## src/design/fhm_pkg.sv

```systemverilog
// fhm_pkg: shared types and codes for the FIFO hand-off mutex.
// Request and result word layouts, op and status codes, controller/datapath links.
// No dependencies.
`default_nettype none

package fhm_pkg;

    localparam logic [1:0] OP_LOCK   = 2'd0;
    localparam logic [1:0] OP_TRY    = 2'd1;
    localparam logic [1:0] OP_UNLOCK = 2'd2;
    localparam logic [1:0] OP_NONE   = 2'd3;

    localparam logic [2:0] ST_GRANTED     = 3'd0;
    localparam logic [2:0] ST_QUEUED      = 3'd1;
    localparam logic [2:0] ST_FREED       = 3'd2;
    localparam logic [2:0] ST_HANDED      = 3'd3;
    localparam logic [2:0] ST_RECURSIVE   = 3'd4;
    localparam logic [2:0] ST_NOT_OWNER   = 3'd5;
    localparam logic [2:0] ST_FULL        = 3'd6;
    localparam logic [2:0] ST_WOULD_BLOCK = 3'd7;

    typedef struct packed {
        logic [1:0]  op;
        logic [15:0] requester_id;
    } req_t;

    typedef struct packed {
        logic [2:0]  status;
        logic [15:0] subject_id;
        logic [3:0]  waiting_count;
    } rsp_t;

    // controller -> datapath
    typedef struct packed {
        logic       load;
        logic       emit;
        logic       push;
        logic       pop;
        logic       grant;
        logic       free_lock;
        logic [2:0] status;
    } dp_cmd_t;

    // datapath -> controller
    typedef struct packed {
        logic [1:0] op;
        logic       held;
        logic       is_owner;
        logic       full;
        logic       nonempty;
    } dp_flags_t;

endpackage

`default_nettype wire

```

## src/design/fhm_ctrl.sv

```systemverilog
// fhm_ctrl: sequencer and decision logic for the FIFO hand-off mutex.
// Depends on fhm_pkg; drives fhm_dpath through dp_cmd_t.
`default_nettype none

module fhm_ctrl (
    input  wire logic              clk,
    input  wire logic              rst_n,
    input  wire logic              start,
    input  wire fhm_pkg::dp_flags_t flags,
    output fhm_pkg::dp_cmd_t       cmd,
    output logic                   busy,
    output logic                   result_valid
);
    import fhm_pkg::*;

    localparam logic S_IDLE = 1'b0;
    localparam logic S_EXEC = 1'b1;

    logic state_reg;
    logic state_next;
    logic valid_reg;

    always_comb
    begin
        state_next = state_reg;
        cmd        = '0;
        cmd.status = ST_WOULD_BLOCK;
        unique case (state_reg)
            S_IDLE:
            begin
                if (start)
                begin
                    cmd.load   = 1'b1;
                    state_next = S_EXEC;
                end
            end
            S_EXEC:
            begin
                cmd.emit   = 1'b1;
                state_next = S_IDLE;
                unique case (flags.op)
                    OP_LOCK, OP_TRY:
                    begin
                        priority if (!flags.held)
                        begin
                            cmd.grant  = 1'b1;
                            cmd.status = ST_GRANTED;
                        end
                        else if (flags.op == OP_TRY)
                            cmd.status = ST_WOULD_BLOCK;
                        else if (flags.is_owner)
                            cmd.status = ST_RECURSIVE;
                        else if (flags.full)
                            cmd.status = ST_FULL;
                        else
                        begin
                            cmd.push   = 1'b1;
                            cmd.status = ST_QUEUED;
                        end
                    end
                    OP_UNLOCK:
                    begin
                        priority if (!flags.held || !flags.is_owner)
                            cmd.status = ST_NOT_OWNER;
                        else if (flags.nonempty)
                        begin
                            cmd.pop    = 1'b1;
                            cmd.status = ST_HANDED;
                        end
                        else
                        begin
                            cmd.free_lock = 1'b1;
                            cmd.status    = ST_FREED;
                        end
                    end
                    OP_NONE:
                        cmd.status = ST_WOULD_BLOCK;
                    default:
                        cmd.status = ST_WOULD_BLOCK;
                endcase
            end
            default:
                state_next = S_IDLE;
        endcase
    end

    always_ff @(posedge clk or negedge rst_n)
    begin
        if (!rst_n)
        begin
            state_reg <= S_IDLE;
            valid_reg <= 1'b0;
        end
        else
        begin
            state_reg <= state_next;
            valid_reg <= cmd.emit;
        end
    end

    assign busy         = (state_reg == S_EXEC);
    assign result_valid = valid_reg;

endmodule

`default_nettype wire

```

## src/design/fhm_dpath.sv

```systemverilog
// fhm_dpath: lock state, waiter queue memory, pointers and result register.
// Depends on fhm_pkg; commanded by fhm_ctrl.
`default_nettype none

module fhm_dpath #(
    parameter int QUEUE_DEPTH = 8,
    parameter int ID_WIDTH    = 16
) (
    input  wire logic              clk,
    input  wire logic              rst_n,
    input  wire fhm_pkg::req_t     request,
    input  wire fhm_pkg::dp_cmd_t  cmd,
    output fhm_pkg::dp_flags_t     flags,
    output fhm_pkg::rsp_t          result
);
    import fhm_pkg::*;

    localparam int PTR_W = $clog2(QUEUE_DEPTH);
    localparam int CNT_W = $clog2(QUEUE_DEPTH + 1);
    localparam logic [PTR_W-1:0] PTR_LAST = PTR_W'(QUEUE_DEPTH - 1);
    localparam logic [CNT_W-1:0] CNT_FULL = CNT_W'(QUEUE_DEPTH);

    logic [ID_WIDTH-1:0] mem [QUEUE_DEPTH];
    logic [ID_WIDTH-1:0] head_data_reg;

    logic [1:0]          op_reg;
    logic [ID_WIDTH-1:0] id_reg;
    logic                held_reg,  held_next;
    logic [ID_WIDTH-1:0] owner_reg, owner_next;
    logic [PTR_W-1:0]    head_reg,  head_next;
    logic [PTR_W-1:0]    tail_reg,  tail_next;
    logic [CNT_W-1:0]    count_reg, count_next;
    logic [CNT_W+3:0]    count_ext;
    rsp_t                rsp_reg;

    always_comb
    begin
        held_next  = held_reg;
        owner_next = owner_reg;
        head_next  = head_reg;
        tail_next  = tail_reg;
        count_next = count_reg;
        if (cmd.grant)
        begin
            held_next  = 1'b1;
            owner_next = id_reg;
        end
        if (cmd.free_lock)
        begin
            held_next  = 1'b0;
            owner_next = '0;
        end
        if (cmd.pop)
        begin
            owner_next = head_data_reg;
            head_next  = (head_reg == PTR_LAST) ? '0 : head_reg + 1'b1;
            count_next = count_reg - 1'b1;
        end
        if (cmd.push)
        begin
            tail_next  = (tail_reg == PTR_LAST) ? '0 : tail_reg + 1'b1;
            count_next = count_reg + 1'b1;
        end
    end

    assign count_ext = {4'b0, count_next};

    always_ff @(posedge clk or negedge rst_n)
    begin
        if (!rst_n)
        begin
            held_reg  <= 1'b0;
            owner_reg <= '0;
            head_reg  <= '0;
            tail_reg  <= '0;
            count_reg <= '0;
        end
        else
        begin
            held_reg  <= held_next;
            owner_reg <= owner_next;
            head_reg  <= head_next;
            tail_reg  <= tail_next;
            count_reg <= count_next;
        end
    end

    // queue memory: write at tail, read at head every cycle
    always_ff @(posedge clk)
    begin
        if (cmd.push)
            mem[tail_reg] <= id_reg;
        head_data_reg <= mem[head_reg];
    end

    // request and result words
    always_ff @(posedge clk)
    begin
        if (cmd.load)
        begin
            op_reg <= request.op;
            id_reg <= ID_WIDTH'(request.requester_id);
        end
        if (cmd.emit)
        begin
            rsp_reg.status        <= cmd.status;
            rsp_reg.subject_id    <= cmd.pop ? 16'(head_data_reg) : 16'(id_reg);
            rsp_reg.waiting_count <= count_ext[3:0];
        end
    end

    assign flags.op       = op_reg;
    assign flags.held     = held_reg;
    assign flags.is_owner = (id_reg == owner_reg);
    assign flags.full     = (count_reg == CNT_FULL);
    assign flags.nonempty = (count_reg != '0);
    assign result         = rsp_reg;

endmodule

`default_nettype wire

```

## src/design/fifo_handoff_mutex.sv

```systemverilog
// fifo_handoff_mutex: hardware mutex with a FIFO of waiters and owner hand-off.
// Top level; instantiates fhm_ctrl and fhm_dpath, uses fhm_pkg.
//
//   channel   | handshake                 | word
//   ----------+---------------------------+---------------------------------
//   request   | start && !busy            | op, requester_id
//   result    | result_valid (one cycle)  | status, subject_id, waiting_count
//
// Each request is accepted, then run in the execute state with busy high;
// the result strobe follows in the next cycle, during which a new request
// may already be accepted. The execute state is there for the waiter
// memory, whose head word is read into a register at the accept edge.
// Reset frees the lock and empties the queue at once; no clearing pass.
// The receiver cannot stall: each result is shown for exactly one cycle.
`default_nettype none

module fifo_handoff_mutex #(
    parameter int QUEUE_DEPTH = 8,
    parameter int ID_WIDTH    = 16
) (
    input  wire logic           clk,
    input  wire logic           rst_n,
    input  wire logic           start,
    output logic                busy,
    input  wire fhm_pkg::req_t  request,
    output logic                result_valid,
    output fhm_pkg::rsp_t       result
);
    import fhm_pkg::*;

    dp_cmd_t   cmd;
    dp_flags_t flags;

    fhm_ctrl u_ctrl (
        .clk          (clk),
        .rst_n        (rst_n),
        .start        (start),
        .flags        (flags),
        .cmd          (cmd),
        .busy         (busy),
        .result_valid (result_valid)
    );

    fhm_dpath #(
        .QUEUE_DEPTH (QUEUE_DEPTH),
        .ID_WIDTH    (ID_WIDTH)
    ) u_dpath (
        .clk     (clk),
        .rst_n   (rst_n),
        .request (request),
        .cmd     (cmd),
        .flags   (flags),
        .result  (result)
    );

    a_accept_exec: assert property (@(posedge clk) disable iff (!rst_n)
        (start && !busy) |=> busy)
        else $error("accepted request did not enter execute");

    a_exec_one_cycle: assert property (@(posedge clk) disable iff (!rst_n)
        busy |=> (!busy && result_valid))
        else $error("execute did not finish in one cycle with a result");

    a_result_after_exec: assert property (@(posedge clk) disable iff (!rst_n)
        result_valid |-> $past(busy))
        else $error("result strobe without an execute cycle");

    a_single_cmd: assert property (@(posedge clk) disable iff (!rst_n)
        $onehot0({cmd.push, cmd.pop, cmd.grant, cmd.free_lock}))
        else $error("conflicting lock updates in one cycle");

endmodule

`default_nettype wire
```

## config.mk

```make
export PLATFORM = sky130hd
export DESIGN_NAME = fifo_handoff_mutex
export DESIGN_NICKNAME = d
export VERILOG_FILES = /design/src/design/fhm_pkg.sv /design/src/design/fhm_ctrl.sv /design/src/design/fhm_dpath.sv /design/src/design/fifo_handoff_mutex.sv
export SDC_FILE = /design/constraint.sdc
export NUM_CORES = 1
export LEC_CHECK = 0
export BUFFER_PORTS_ARGS = -buffer_cell sky130_fd_sc_hd__buf_2
export CAP_MARGIN = 15
export CORE_MARGIN = 1.5
export CORE_UTILIZATION = 54
export DETAILED_ROUTE_END_ITERATION = 12
export MAX_ROUTING_LAYER = met4
export PLACE_DENSITY = 0.75
export SLEW_MARGIN = 20
export SYNTH_ARGS = -nofsm -noshare
export SYNTH_HDL_FRONTEND = slang
export SYNTH_SLANG_ARGS = --single-unit
```

## constraint.sdc

```tcl
create_clock -name clk -period 3.3 [get_ports clk]
set_input_delay 0.66 -clock clk [delete_from_list [all_inputs] [get_ports clk]]
set_output_delay 0.66 -clock clk [all_outputs]
set_load 0.005 [all_outputs]
```

# Word level (Yosys, flattened, before mapping)
# Memory sizes are Yosys's and may differ from the RTL's. A register that Yosys moved wholly into a read port is not among the register bits.
# Index checks and enable logic that the tools add are counted.
# totals
register_bits	70
mem_bits_rw	128
input_bits	21
output_inout_bits	25
elab_cells	69
n_memories	1
# memory_table
name	words	word_bits	read_ports	rd_ports_with_merged_regs	wr	line	text
u_dpath.mem	8	16	1	1	1	fhm_dpath.sv:23	logic [ID_WIDTH-1:0] mem [QUEUE_DEPTH];
# op_classes
addsub	4
n_eq_ne	7
muxes	36
n_bitwise	1
reduce_logical	8
# op_table
cell	n
$mux 16	4
$mux 3	7
$mux 1	20
$eq 16x16->1	1
$pmux 3 s3	1
$mux 4	2
$mux 8	1
$add 3x1->3 const B	2
$eq 3x3->1 const B	2
$add 4x1->4 const B	1
$eq 2x2->1 const B	2
$eq 4x4->1 const B	1
$reduce_bool 4->1	1
$sub 4x1->4 const B	1
$reduce_bool 3->1	1
$eq 2x1->1 const B	1
$logic_not 1->1	2
$logic_not 2->1	1
$pmux 1 s2	1
$reduce_bool 2->1	1
$reduce_or 2->1	1
$logic_or 1x1->1	1
$not 1->1	1

# Depth between registers and ports, before layout
# Gate-level depths: netlist of run 1.
# logic_depth
word_depth	10
depth_mapped	8
ltp_nobuf	7

# Modules after synthesis
# Synthesis of run 1 repeated with hierarchy kept, for this count alone.
# unflattened
cells_unflattened	457
area_unflattened_um2	8298.0
# by_module_without_submodules
module	n_inst	cells_each	area_per_inst_um2	seq_area_each_um2
fhm_dpath	1	433	8116.5	6070.8
fhm_ctrl	1	24	181.4	50.0

# Least setup slack after synthesis of run 1
# No wires, ideal clock.
# synth_timing
path_kind	reg-to-reg
start	register u_ctrl.state_reg (netlist: u_ctrl.busy)
end	memory u_dpath.mem[0][0], enable pin
setup_time_ns	0.430
arrival_time_ns	3.163
required_time_ns	2.870
slack_ns	-0.293
path_stages_with_launch	5
n_path_buf	0
synth_period_minus_slack_ns	3.593
cell_sequence	dfrtp_1 -> and4bb_2 -> and2_1 -> nand2_1 -> nor4_1
# synth_via
elab_chain_cells	3
# synth_lines
item	line	text
from (decl)	fhm_ctrl.sv:19	logic state_reg;
from (signal assigned)	fhm_ctrl.sv:96	state_reg <= state_next;
$mux 8	fhm_ctrl.sv:28	unique case (state_reg)
$mux 1	fhm_dpath.sv:91	if (cmd.push)
$mux 1 (not written as such)	fhm_dpath.sv:92	mem[tail_reg] <= id_reg;
to (decl)	fhm_dpath.sv:23	
# Every way passes these cells.

# Worst setup path in the final report of run 1
# layout_timing
start	register u_dpath.id_reg[9]
end	register u_dpath.rsp_reg (netlist bit u_dpath.result[8]) (data pin)
# layout_via
elab_chain_cells	7
# layout_lines
item	line	text
from (decl)	fhm_dpath.sv:27	logic [ID_WIDTH-1:0] id_reg;
from (signal assigned)	fhm_dpath.sv:102	id_reg <= ID_WIDTH'(request.requester_id);
$eq 16x16->1	fhm_dpath.sv:114	assign flags.is_owner = (id_reg == owner_reg);
$logic_not 1->1	fhm_ctrl.sv:63	priority if (!flags.held || !flags.is_owner)
$logic_or 1x1->1	fhm_ctrl.sv:63	
$mux 1	fhm_ctrl.sv:63	
$mux 1	fhm_ctrl.sv:41	unique case (flags.op)
$mux 8	fhm_ctrl.sv:28	
$mux 16	fhm_dpath.sv:107	rsp_reg.subject_id <= cmd.pop ? 16'(head_data_reg) : 16'(id_reg);
to (decl)	fhm_dpath.sv:34	rsp_t rsp_reg;
# Every way passes these cells.
# A chain may end at the register's enable or synchronous reset.

==> flow_metrics.env, run 1 <==
export IMPL_final_hold_violation_count=0
export IMPL_syn_avg_cell_area_um2=19.4
export IMPL_grt_total_usage_pct=21.9
export IMPL_grt_max_degree=30
export IMPL_power_switching_uw=1370
export IMPL_postCtsSetupRepairBufs=0
export IMPL_pwr_share_comb_pct=6.5
export IMPL_final_common_cell="edfxtp_1"
export IMPL_final_cell_mix="169 x edfxtp_1, 45 x buf_2, 32 x mux2_2, 32 x mux4_2, 28 x dfrtp_1"
export IMPL_hp_class="in -> async"
export IMPL_dp_hpwl_um=9540
export IMPL_status="finished clean"
export IMPL_reg2reg_depth=6
export IMPL_finalClockSkew_ns=0.0120
export IMPL_cts_hold_buf=0
export IMPL_setup_viol=0
export IMPL_fin_setup_tns_ns=0
export IMPL_grt_overflow_total=0
export IMPL_postSynth_asyncResetShare_pct=13.6
export IMPL_cts_sinks=214
export IMPL_drv_slew=0
export IMPL_power_total_uw=6360
export IMPL_cts_buffers=23
export IMPL_dieWidth_um=127
export IMPL_grt_setup_unrepaired="no"
export IMPL_p_clk_share_pct=42.1
export IMPL_synthFlopType="edfxtp_1"
export IMPL_path_buf_inv=1
export IMPL_cts_tree="yes"
export IMPL_synth_seq_cells=214
export IMPL_grt_pass1_wl_um=25600
export IMPL_via_per_inst=6.08
export IMPL_cts_buffer_depth=3
export IMPL_synth_seq_area_share_pct=73.4
export IMPL_critical_path_slowest_cell="edfxtp_1"
export IMPL_ys_warn_count=0
export IMPL_setup_worst_path_class="reg -> reg"
export IMPL_wirelength_um=16300
export IMPL_cts_root_buffer="clkbuf_16"
export IMPL_antenna_found_initial=0
export IMPL_antenna_left=0
export IMPL_largest_register="u_dpath.mem"
export IMPL_crit_required_ns=3.54
export IMPL_place_gp_congestion=0.728
export IMPL_ir_drop_v=0.000469
export IMPL_finalCriticalPeriod_ns=2.68
export IMPL_cp_arrival_ns=2.91
export IMPL_largest_reg_flops=128
export IMPL_synth_edff_count=169
export IMPL_end_kind="flop"
export IMPL_r2r_end="u_dpath.result[8]"
export IMPL_crit_chain="xor2_1 -> nor4_2 -> nand4_4 -> nor2_2 -> buf_4 -> mux2_2"
export IMPL_die_y_um=127
export IMPL_rows=45
export IMPL_port_buffer_count=45
export IMPL_maxCapViolCount=0
export IMPL_syn_area_mm2=0.00834
export IMPL_tightest_slew_ns=0.919
export IMPL_syn_nets=458
export IMPL_core_mm2=0.0151
export IMPL_num_io_pins=46
export IMPL_first_global_vias=4466
export IMPL_rr_startpoint="u_dpath.id_reg[9]"
export IMPL_nFillCells=1007
export IMPL_r2r_slack_ns=0.62
export IMPL_drt_first_pass_iters=4
export IMPL_dieArea_mm2=0.0162
export IMPL_cpPeakStageDelay_ns=0.54
export IMPL_diodes=0
export IMPL_first_iter_violations=418
export IMPL_clkTransAtPathRegs_ns=0.06
export IMPL_cts_resized=0
export IMPL_final_nets=524
export IMPL_critPathMaxFanout=19
export IMPL_critical_path_top_delay_family="simple AND/OR/NAND/NOR gates"
export IMPL_initial_core_util_pct=55.1
export IMPL_synthDistinctLibCells=46
export IMPL_max_slew_margin_pct=38.7
export IMPL_htreeDepth=1
export IMPL_synth_cells=431
export IMPL_fmax_mhz=374
export IMPL_areaGrowthSynthToFinish_pct=16.0
export IMPL_p_sw_share_pct=21.5
export IMPL_finalCritPeriodShare_pct=81.1
export IMPL_startpoint_type="flop"
export IMPL_drive_above_1_share_pct=34.7
export IMPL_p_seq_share_pct=51.4
export IMPL_wl_per_cell_um=23.3
export IMPL_p_leak_uw=0.00352
export IMPL_p_int_uw=4990
export IMPL_drcViolationCount=0
export IMPL_routed_via_count=4259
export IMPL_clk_latency_ns=0.50
export IMPL_powerDensity_mw_per_mm2=657
==> cell families (layout without fill, tap and decap cells) <==
logic type / after synthesis / in the layout / synth area share [%]
simple gates: 64 / 64 / 4.92
mux: 73 / 73 / 14.3
fa+ha+maj: 6 / 6 / 0.900
flops: 214 / 214 / 73.4
buf+inv: 24 / 106 / 1.41
compound gates: 32 / 32 / 3.24
xor+xnor: 18 / 18 / 1.89
==> worst max path at each step <==
| stage | start | end | slack [ns] | cells past startpoint |
|---|---|---|---|---|
| floorplan | u_ctrl.busy | u_dpath.mem[4][0] | 0.11 | 4 |
| global placement | u_dpath.id_reg[9] | u_dpath.result[8] | 0.68 | 6 |
| detailed placement | u_dpath.id_reg[9] | u_dpath.result[8] | 0.63 | 6 |
| CTS | u_dpath.id_reg[9] | u_dpath.result[8] | 0.61 | 6 |
| global route | u_dpath.id_reg[9] | u_dpath.result[8] | 0.47 | 6 |
| finish | u_dpath.id_reg[9] | u_dpath.result[8] | 0.62 | 6 |
==> through the flow <==
step	std cells	hold WS, ns	utilization, %	setup WS [ns]	cell area (um2)
floorplan	431	0.364	-	0.105	8350
global placement	660	0.468	58.6	0.676	8880
detailed placement	660	0.479	58.6	0.626	8880
CTS	701	0.238	63.9	0.614	9680
global route	701	0.262	63.9	0.471	9680
finish	701	0.216	63.9	0.624	9680
==> synthesized netlist by cell type, drive strengths merged (4+ instances only) <==
master	number	share of area, %
a221o	16	1.9
and3	18	1.3
buf	9	0.73
clkbuf	11	0.49
dfrtp	29	8.7
dfxtp	16	3.8
edfxtp	169	61
ha	6	0.90
inv	4	0.18
mux2	36	5.0
mux2i	5	0.60
mux4	32	8.6
nand2	5	0.22
nand2b	5	0.37
nand3	4	0.24
nor2	9	0.40
nor3	5	0.30
nor4	6	0.75
o21ai	6	0.36
xor2	17	1.8
==> layer usage <==
metal	vias up	part of all wire, %	track usage, %
met4	0	3.0	8.29
met2	153	49	34.5
met1	2196	42	29.5
li1	1871	-	-
met3	39	5.6	3.22
met5	-	0	-
==> cell type report <==
type	instances	area (um2)	share of cell area, %
Clock buffer	27	611	6.31
Clock inverter	14	188	1.94
Inverter	4	15.0	0.155
Multi-Input combinational cell	193	2150	22.2
Sequential cell	214	6120	63.3
Tap cell	188	235	2.43
Timing Repair Buffer	61	358	3.70
==> power by group through the flow <==
stage	registers [uW]	logic (uW)	clock network, uW
2_1_floorplan	3270	270	0
3_3_place_gp	3300	393	0
3_5_place_dp	3320	412	0
4_1_cts	3270	421	2720
5_1_grt	3290	460	2830
6_report	3270	414	2670
(Power assumes the default switching activity.)
==> inputs of run 2 (changes only) <==
--- a/config.mk
+++ b/config.mk
@@ -5,13 +5,14 @@
 export SDC_FILE = /design/constraint.sdc
 export NUM_CORES = 1
 export LEC_CHECK = 0
+export ABC_AREA = 1
 export BUFFER_PORTS_ARGS = -buffer_cell sky130_fd_sc_hd__buf_2
 export CAP_MARGIN = 15
 export CORE_MARGIN = 1.5
-export CORE_UTILIZATION = 54
+export CORE_UTILIZATION = 60
 export DETAILED_ROUTE_END_ITERATION = 12
 export MAX_ROUTING_LAYER = met4
-export PLACE_DENSITY = 0.75
+export PLACE_DENSITY = 0.78
 export SLEW_MARGIN = 20
 export SYNTH_ARGS = -nofsm -noshare
 export SYNTH_HDL_FRONTEND = slang
==> constraint.sdc (replaced) <==
create_clock -name clk -period 2.5 [get_ports clk]
set_input_delay 0.5 -clock clk [delete_from_list [all_inputs] [get_ports clk]]
set_output_delay 0.5 -clock clk [all_outputs]
set_load 0.005 [all_outputs]
==> run 2 against run 1 <==
Net effect: worst setup slack worse by 0.50 ns; first-iteration DRC count up 26%; synthesized cell count up 77%; worst hold slack worse by 0.13 ns; non-clock buffer count up 20; sequential cell count unchanged; register-to-register slack worse by 0.50 ns; total power up 27%; critical path type unchanged.
==> flow_metrics.env, run 2 <==
export IMPL_powerDensity_mw_per_mm2=804
export IMPL_yosysMostFrequentCell="edfxtp_1"
export IMPL_routed_via_count=5955
export IMPL_fmax_mhz=420
export IMPL_postCtsSetupRepairBufs=0
export IMPL_clkTransAtPathRegs_ns=0.06
export IMPL_cpPeakStageDelay_ns=0.53
export IMPL_grt_max_degree=66
export IMPL_crit_top_cell="nand2_1"
export IMPL_largest_reg_flops=128
export IMPL_grt_overflow_total=0
export IMPL_fin_setup_tns_ns=0
export IMPL_dieWidth_um=123
export IMPL_final_hold_violation_count=0
export IMPL_first_global_vias=6062
export IMPL_diodes=0
export IMPL_first_iter_violations=527
export IMPL_grt_setup_unrepaired="no"
export IMPL_drive_above_1_share_pct=16.5
export IMPL_wl_per_cell_um=19.5
export IMPL_dp_cells=994
export IMPL_ys_warn_count=0
export IMPL_final_cell_mix="169 x edfxtp_1, 140 x nand2_1, 140 x nor2_1, 68 x o21ai_0, 53 x inv_1"
export IMPL_final_cell_count_no_fill=1033
export IMPL_reg2reg_depth=12
export IMPL_areaGrowthSynthToFinish_pct=16.3
export IMPL_synth_edff_count=169
export IMPL_synthFlopType="edfxtp_1"
export IMPL_critical_path_slowest_cell="edfxtp_1"
export IMPL_largest_register="u_dpath.mem"
export IMPL_place_gp_congestion=0.863
export IMPL_antenna_left=0
export IMPL_synthDistinctLibCells=35
export IMPL_cts_resized=0
export IMPL_critical_path_top_delay_family="simple AND/OR/NAND/NOR gates"
export IMPL_setup_worst_path_class="reg -> reg"
export IMPL_yosysTopAreaCell="edfxtp_1"
export IMPL_synth_seq_cells=214
export IMPL_synth_seq_area_share_pct=70.8
export IMPL_drt_first_pass_iters=7
export IMPL_htreeDepth=1
export IMPL_cts_tree="yes"
export IMPL_r2r_slack_ns=0.12
export IMPL_grt_pass1_wl_um=30900
export IMPL_syn_area_mm2=0.00864
export IMPL_initial_core_util_pct=61.8
export IMPL_port_buffer_count=45
export IMPL_final_nets=866
export IMPL_num_io_pins=46
export IMPL_tightest_slew_ns=0.763
export IMPL_p_leak_uw=0.00405
export IMPL_cts_hold_buf=0
export IMPL_wirelength_um=20100
export IMPL_hp_class="in -> async"
export IMPL_nFillCells=924
export IMPL_cts_buffer_depth=3
export IMPL_dp_hpwl_um=12600
export IMPL_hold_slack_ns=0.0866
export IMPL_rows=43
export IMPL_synthTopCellsByCount="169 x edfxtp_1, 147 x nor2_1, 140 x nand2_1"
export IMPL_multiInputGateArea_mm2=0.00219
export IMPL_via_per_inst=5.76
export IMPL_syn_nets=792
export IMPL_grt_total_usage_pct=28.4
export IMPL_maxCapViolCount=0
export IMPL_status="finished clean"
export IMPL_antenna_found_initial=0
export IMPL_synth_cells=765
export IMPL_drv_slew=0
export IMPL_ir_drop_v=0.000552
export IMPL_critPathMaxFanout=25
export IMPL_cp_arrival_ns=2.58
export IMPL_cts_sinks=214
export IMPL_crit_required_ns=2.70
export IMPL_finalCritPeriodShare_pct=95.2
export IMPL_max_slew_margin_pct=49.1
export IMPL_core_mm2=0.0140
export IMPL_postSynth_asyncResetShare_pct=13.6
export IMPL_crit_chain="inv_1 -> nand2_1 -> nand2_1 -> nor2_1 -> nand2_1 -> nor2_1 -> nand2_2 -> nor2_8 -> nand2_4 -> buf_4 -> nand2_1 -> nand2_1"
export IMPL_drcViolationCount=0
export IMPL_clk_latency_ns=0.49
export IMPL_finalCriticalPeriod_ns=2.38
export IMPL_path_buf_inv=2
export IMPL_cts_buffers=21
export IMPL_finalClockSkew_ns=0.00872
export IMPL_synth_top_area_share_pct=58.7
export IMPL_die_y_um=123
export IMPL_ff_latch_area_mm2=0.00612
export IMPL_final_common_cell="edfxtp_1"
export IMPL_startpoint_type="flop"
export IMPL_yosys_top_cells_area="edfxtp_1 59%, dfrtp_1 8.4%, nor2_1 6.4%"
export IMPL_rr_startpoint="u_dpath.id_reg[4]"
export IMPL_syn_avg_cell_area_um2=11.3
export IMPL_setup_viol=0
export IMPL_end_kind="flop"
export IMPL_dieArea_mm2=0.0151
export IMPL_cts_root_buffer="clkbuf_16"
export IMPL_r2r_end="u_dpath.result[14]"
[run 2: cell types whose count changed after synthesis, sizes merged, moves of 17 or more]
cell   previous run  this run
inv               4        54
nand3             4        21
mux2             36         0
o21ai             6        70
mux4             32         0
and3             18         1
nand2             5       155
nor2              9       151
[run 2: metrics by stage]
step	utilization (%)	cell area [um2]	setup slack, ns	power, uW
6_report	71.9	10100	0.119	8080
5_1_grt	71.9	10100	0.0105	8370
4_1_cts	71.8	10000	0.152	8100
3_5_place_dp	66.9	9360	0.173	5030
3_3_place_gp	66.9	9360	0.257	4980
2_1_floorplan	-	8680	0.0994	4740
[run 2: worst reg2reg max path, delay by kind of cell, from the launching register on]
kind | cells | cell delay, ns
buffers and inverters | 2 | 0.38
DFF | 1 | 0.53
and+or+nand+nor | 10 | 1.19
[run 2: area by class of cell]
cell class	instances	area share, %
tap	180	2.24
multi-input combinational	464	21.8
inverter	57	2.18
clock inverter	6	0.771
clock buffer	31	6.00
timing repair buffer	81	6.17
sequential	214	60.9
[run 2: how the worst max path moves through the flow]
stage                                  from                    end  slack [ns]  cells past startpoint
after CTS                 u_dpath.id_reg[4]      u_dpath.mem[4][0]        0.15                     11
final                     u_dpath.id_reg[4]     u_dpath.result[14]        0.12                     12
after floorplan           u_dpath.id_reg[9]      u_dpath.mem[1][0]         0.1                     11
after global routing      u_dpath.id_reg[1]  u_dpath.owner_reg[10]        0.01                     14
after detailed placement  u_dpath.id_reg[4]      u_dpath.mem[4][1]        0.17                     11
after global placement    u_dpath.id_reg[1]      u_dpath.mem[4][1]        0.26                     11
[run 2: metal layers]
metal  vias to the layer above  global-route usage, %  wire length (um)
li1                       2747                      -                 -
met1                      2863                   33.3              7610
met2                       266                   47.6             10100
met3                        79                   5.35              1340
met4                         0                   13.7              1050
met5                         -                      -                 0
[run 2: report_power, final]
group / internal [uW] / leakage (uW) / switching, uW
Combinational: 261 / 0.00168 / 462
Clock: 1870 / 0.000334 / 1230
Sequential: 4080 / 0.00204 / 182
Total: 6210 / 0.00405 / 1870
[run 2: cells by family (layout without fill, tap and decap cells)]
family	count (synthesis)	count (layout)	synth area share, %
AND/OR/NAND/NOR	336	336	15.9
flip-flops	214	214	70.8
AO/OA/AOI/OAI	119	119	7.82
buffers and inverters	87	175	4.34
adder cells (fa/ha/maj)	6	6	0.868
XOR/XNOR	3	3	0.304
==> inputs of run 3 (changes only) <==
--- a/config.mk
+++ b/config.mk
@@ -11,7 +11,6 @@
 export CORE_MARGIN = 1.5
 export CORE_UTILIZATION = 60
 export DETAILED_ROUTE_END_ITERATION = 12
-export MAX_ROUTING_LAYER = met4
 export PLACE_DENSITY = 0.78
 export SLEW_MARGIN = 20
 export SYNTH_ARGS = -nofsm -noshare
==> run 3 against run 2 <==
Net effect: die area unchanged; critical path type unchanged; critical path depth down 1; design area unchanged; total power about the same; sequential share of layout area unchanged; count of clock-buffer cells in the layout unchanged; non-clock buffer count unchanged; worst hold slack worse by 0.0014 ns; maximum frequency up 0.65%; sequential cell count unchanged.
==> flow_metrics.env, run 3 (synthesis results as in run 2) <==
export IMPL_status="finished clean"
export IMPL_critPathMaxFanout=16
export IMPL_wl_per_cell_um=19.5
export IMPL_crit_required_ns=2.69
export IMPL_setup_worst_path_class="reg -> reg"
export IMPL_num_io_pins=46
export IMPL_finalClockSkew_ns=0.00920
export IMPL_port_buffer_count=45
export IMPL_die_y_um=123
export IMPL_htreeDepth=1
export IMPL_fin_setup_tns_ns=0
export IMPL_cts_hold_buf=0
export IMPL_p_clk_share_pct=38.4
export IMPL_rows=43
export IMPL_ff_latch_area_mm2=0.00612
export IMPL_finalCriticalPeriod_ns=2.37
export IMPL_largest_register="u_dpath.mem"
export IMPL_tightest_slew_ns=0.763
export IMPL_place_gp_congestion=0.849
export IMPL_p_int_uw=6210
export IMPL_antenna_found_initial=0
export IMPL_r2r_slack_ns=0.13
export IMPL_p_leak_uw=0.00405
export IMPL_initial_core_util_pct=61.8
export IMPL_final_common_cell="edfxtp_1"
export IMPL_drive_above_1_share_pct=16.5
export IMPL_first_global_vias=6045
export IMPL_dp_hpwl_um=12600
export IMPL_antenna_left=0
export IMPL_diodes=0
export IMPL_final_cell_mix="169 x edfxtp_1, 140 x nand2_1, 140 x nor2_1, 68 x o21ai_0, 53 x inv_1"
export IMPL_wirelength_um=20100
export IMPL_clkTransAtPathRegs_ns=0.06
export IMPL_cts_buffers=21
export IMPL_maxCapViolCount=0
export IMPL_hp_class="in -> async"
export IMPL_cts_buffer_depth=3
export IMPL_drt_first_pass_iters=5
export IMPL_grt_total_usage_pct=27.7
export IMPL_layout_cell_area_non_filler_mm2=0.0101
export IMPL_cp_arrival_ns=2.56
export IMPL_dieWidth_um=123
export IMPL_power_switching_uw=1880
export IMPL_grt_max_degree=66
export IMPL_power_total_uw=8090
export IMPL_final_hold_violation_count=0
export IMPL_nFillCells=924
export IMPL_startpoint_type="flop"
export IMPL_final_nets=866
export IMPL_dieArea_mm2=0.0151
export IMPL_drcViolationCount=0
export IMPL_max_slew_margin_pct=49.1
export IMPL_p_seq_share_pct=52.7
export IMPL_first_iter_violations=603
export IMPL_clk_latency_ns=0.49
export IMPL_routed_via_count=5972
export IMPL_placed_area_mm2=0.00936
export IMPL_powerDensity_mw_per_mm2=804
export IMPL_cts_tree="yes"
export IMPL_setup_viol=0
export IMPL_drv_slew=0
export IMPL_grt_overflow_total=0
export IMPL_core_mm2=0.0140
export IMPL_via_per_inst=5.78
export IMPL_pwr_share_comb_pct=8.9
export IMPL_grt_setup_unrepaired="no"
export IMPL_p_sw_share_pct=23.2
export IMPL_cts_sinks=214
export IMPL_largest_reg_flops=128
export IMPL_finalCritPeriodShare_pct=94.6
export IMPL_fmax_mhz=423
export IMPL_ir_drop_v=0.000552
export IMPL_multiInputGateArea_mm2=0.00219
export IMPL_end_kind="flop"
export IMPL_areaGrowthSynthToFinish_pct=16.3
export IMPL_grt_pass1_wl_um=30900
export IMPL_cts_root_buffer="clkbuf_16"
==> run 3: path summary, 6_finish.rpt <==
kind | cells after the start | start | end
worst min register to register | 2 | u_dpath.head_data_reg[0] | u_dpath.result[4]
max in group asynchronous | 1 | rst_n | u_ctrl.busy
min in group clk | 1 | request[13] | u_dpath.id_reg[13]
worst min-delay path | 1 | rst_n | u_dpath.count_reg[2]
worst max register to register | 11 | u_dpath.id_reg[4] | u_dpath.mem[4][10]
worst max-delay path | 11 | u_dpath.id_reg[4] | u_dpath.mem[4][10]
==> run 3: metrics by stage <==
stage / hold WS, ns / worst slack (ns) / utilization [%] / std cells
2_1_floorplan: 0.204 / 0.0994 / - / 765
3_5_place_dp: 0.521 / 0.173 / 66.9 / 994
6_report: 0.0852 / 0.135 / 71.9 / 1033
4_1_cts: 0.0986 / 0.152 / 71.8 / 1031
3_3_place_gp: 0.512 / 0.257 / 66.9 / 994
5_1_grt: 0.123 / 0.00125 / 71.9 / 1033
==> run 3: per-layer routing <==
metal	routed length, um	global-route usage [%]	vias up
li1	-	-	2746
met1	7500	33.5	2859
met2	10100	47.6	289
met3	1490	5.35	78
met4	1040	13.6	0
met5	0	0	-
==> run 3: cell type report <==
cell class              instances  share of cell area, %
clock inverters                 6                  0.771
clock buffers                  31                   6.00
inverters                      57                   2.18
multi-input cells             464                   21.8
well taps                     180                   2.24
flip-flops and latches        214                   60.9
repair buffers                 81                   6.17
==> run 3: power by group through the flow <==
| stage | clock network (uW) | logic [uW] | registers, uW |
|---|---|---|---|
| after floorplan | 0 | 447 | 4300 |
| after global placement | 0 | 669 | 4310 |
| after detailed placement | 0 | 706 | 4330 |
| after CTS | 3130 | 721 | 4260 |
| after global routing | 3270 | 821 | 4280 |
| final | 3100 | 723 | 4260 |
==> run 3: what timing repair did <==
item	CTS	global route
setup buffers	0	2
gates resized for setup	0	0
setup endpoints to repair	0	27
==> run 3: worst max-delay path, stage by stage, from the launching register on <==
cell,delay (ns)
edfxtp_1,0.52
inv_1,0.13
nand2_1,0.07
nand2_1,0.08
nor2_1,0.05
nand2_1,0.11
nor2_1,0.07
nand2_2,0.16
nand4_1,0.13
or2_2,0.37
nor3_4,0.17
buf_12,0.19
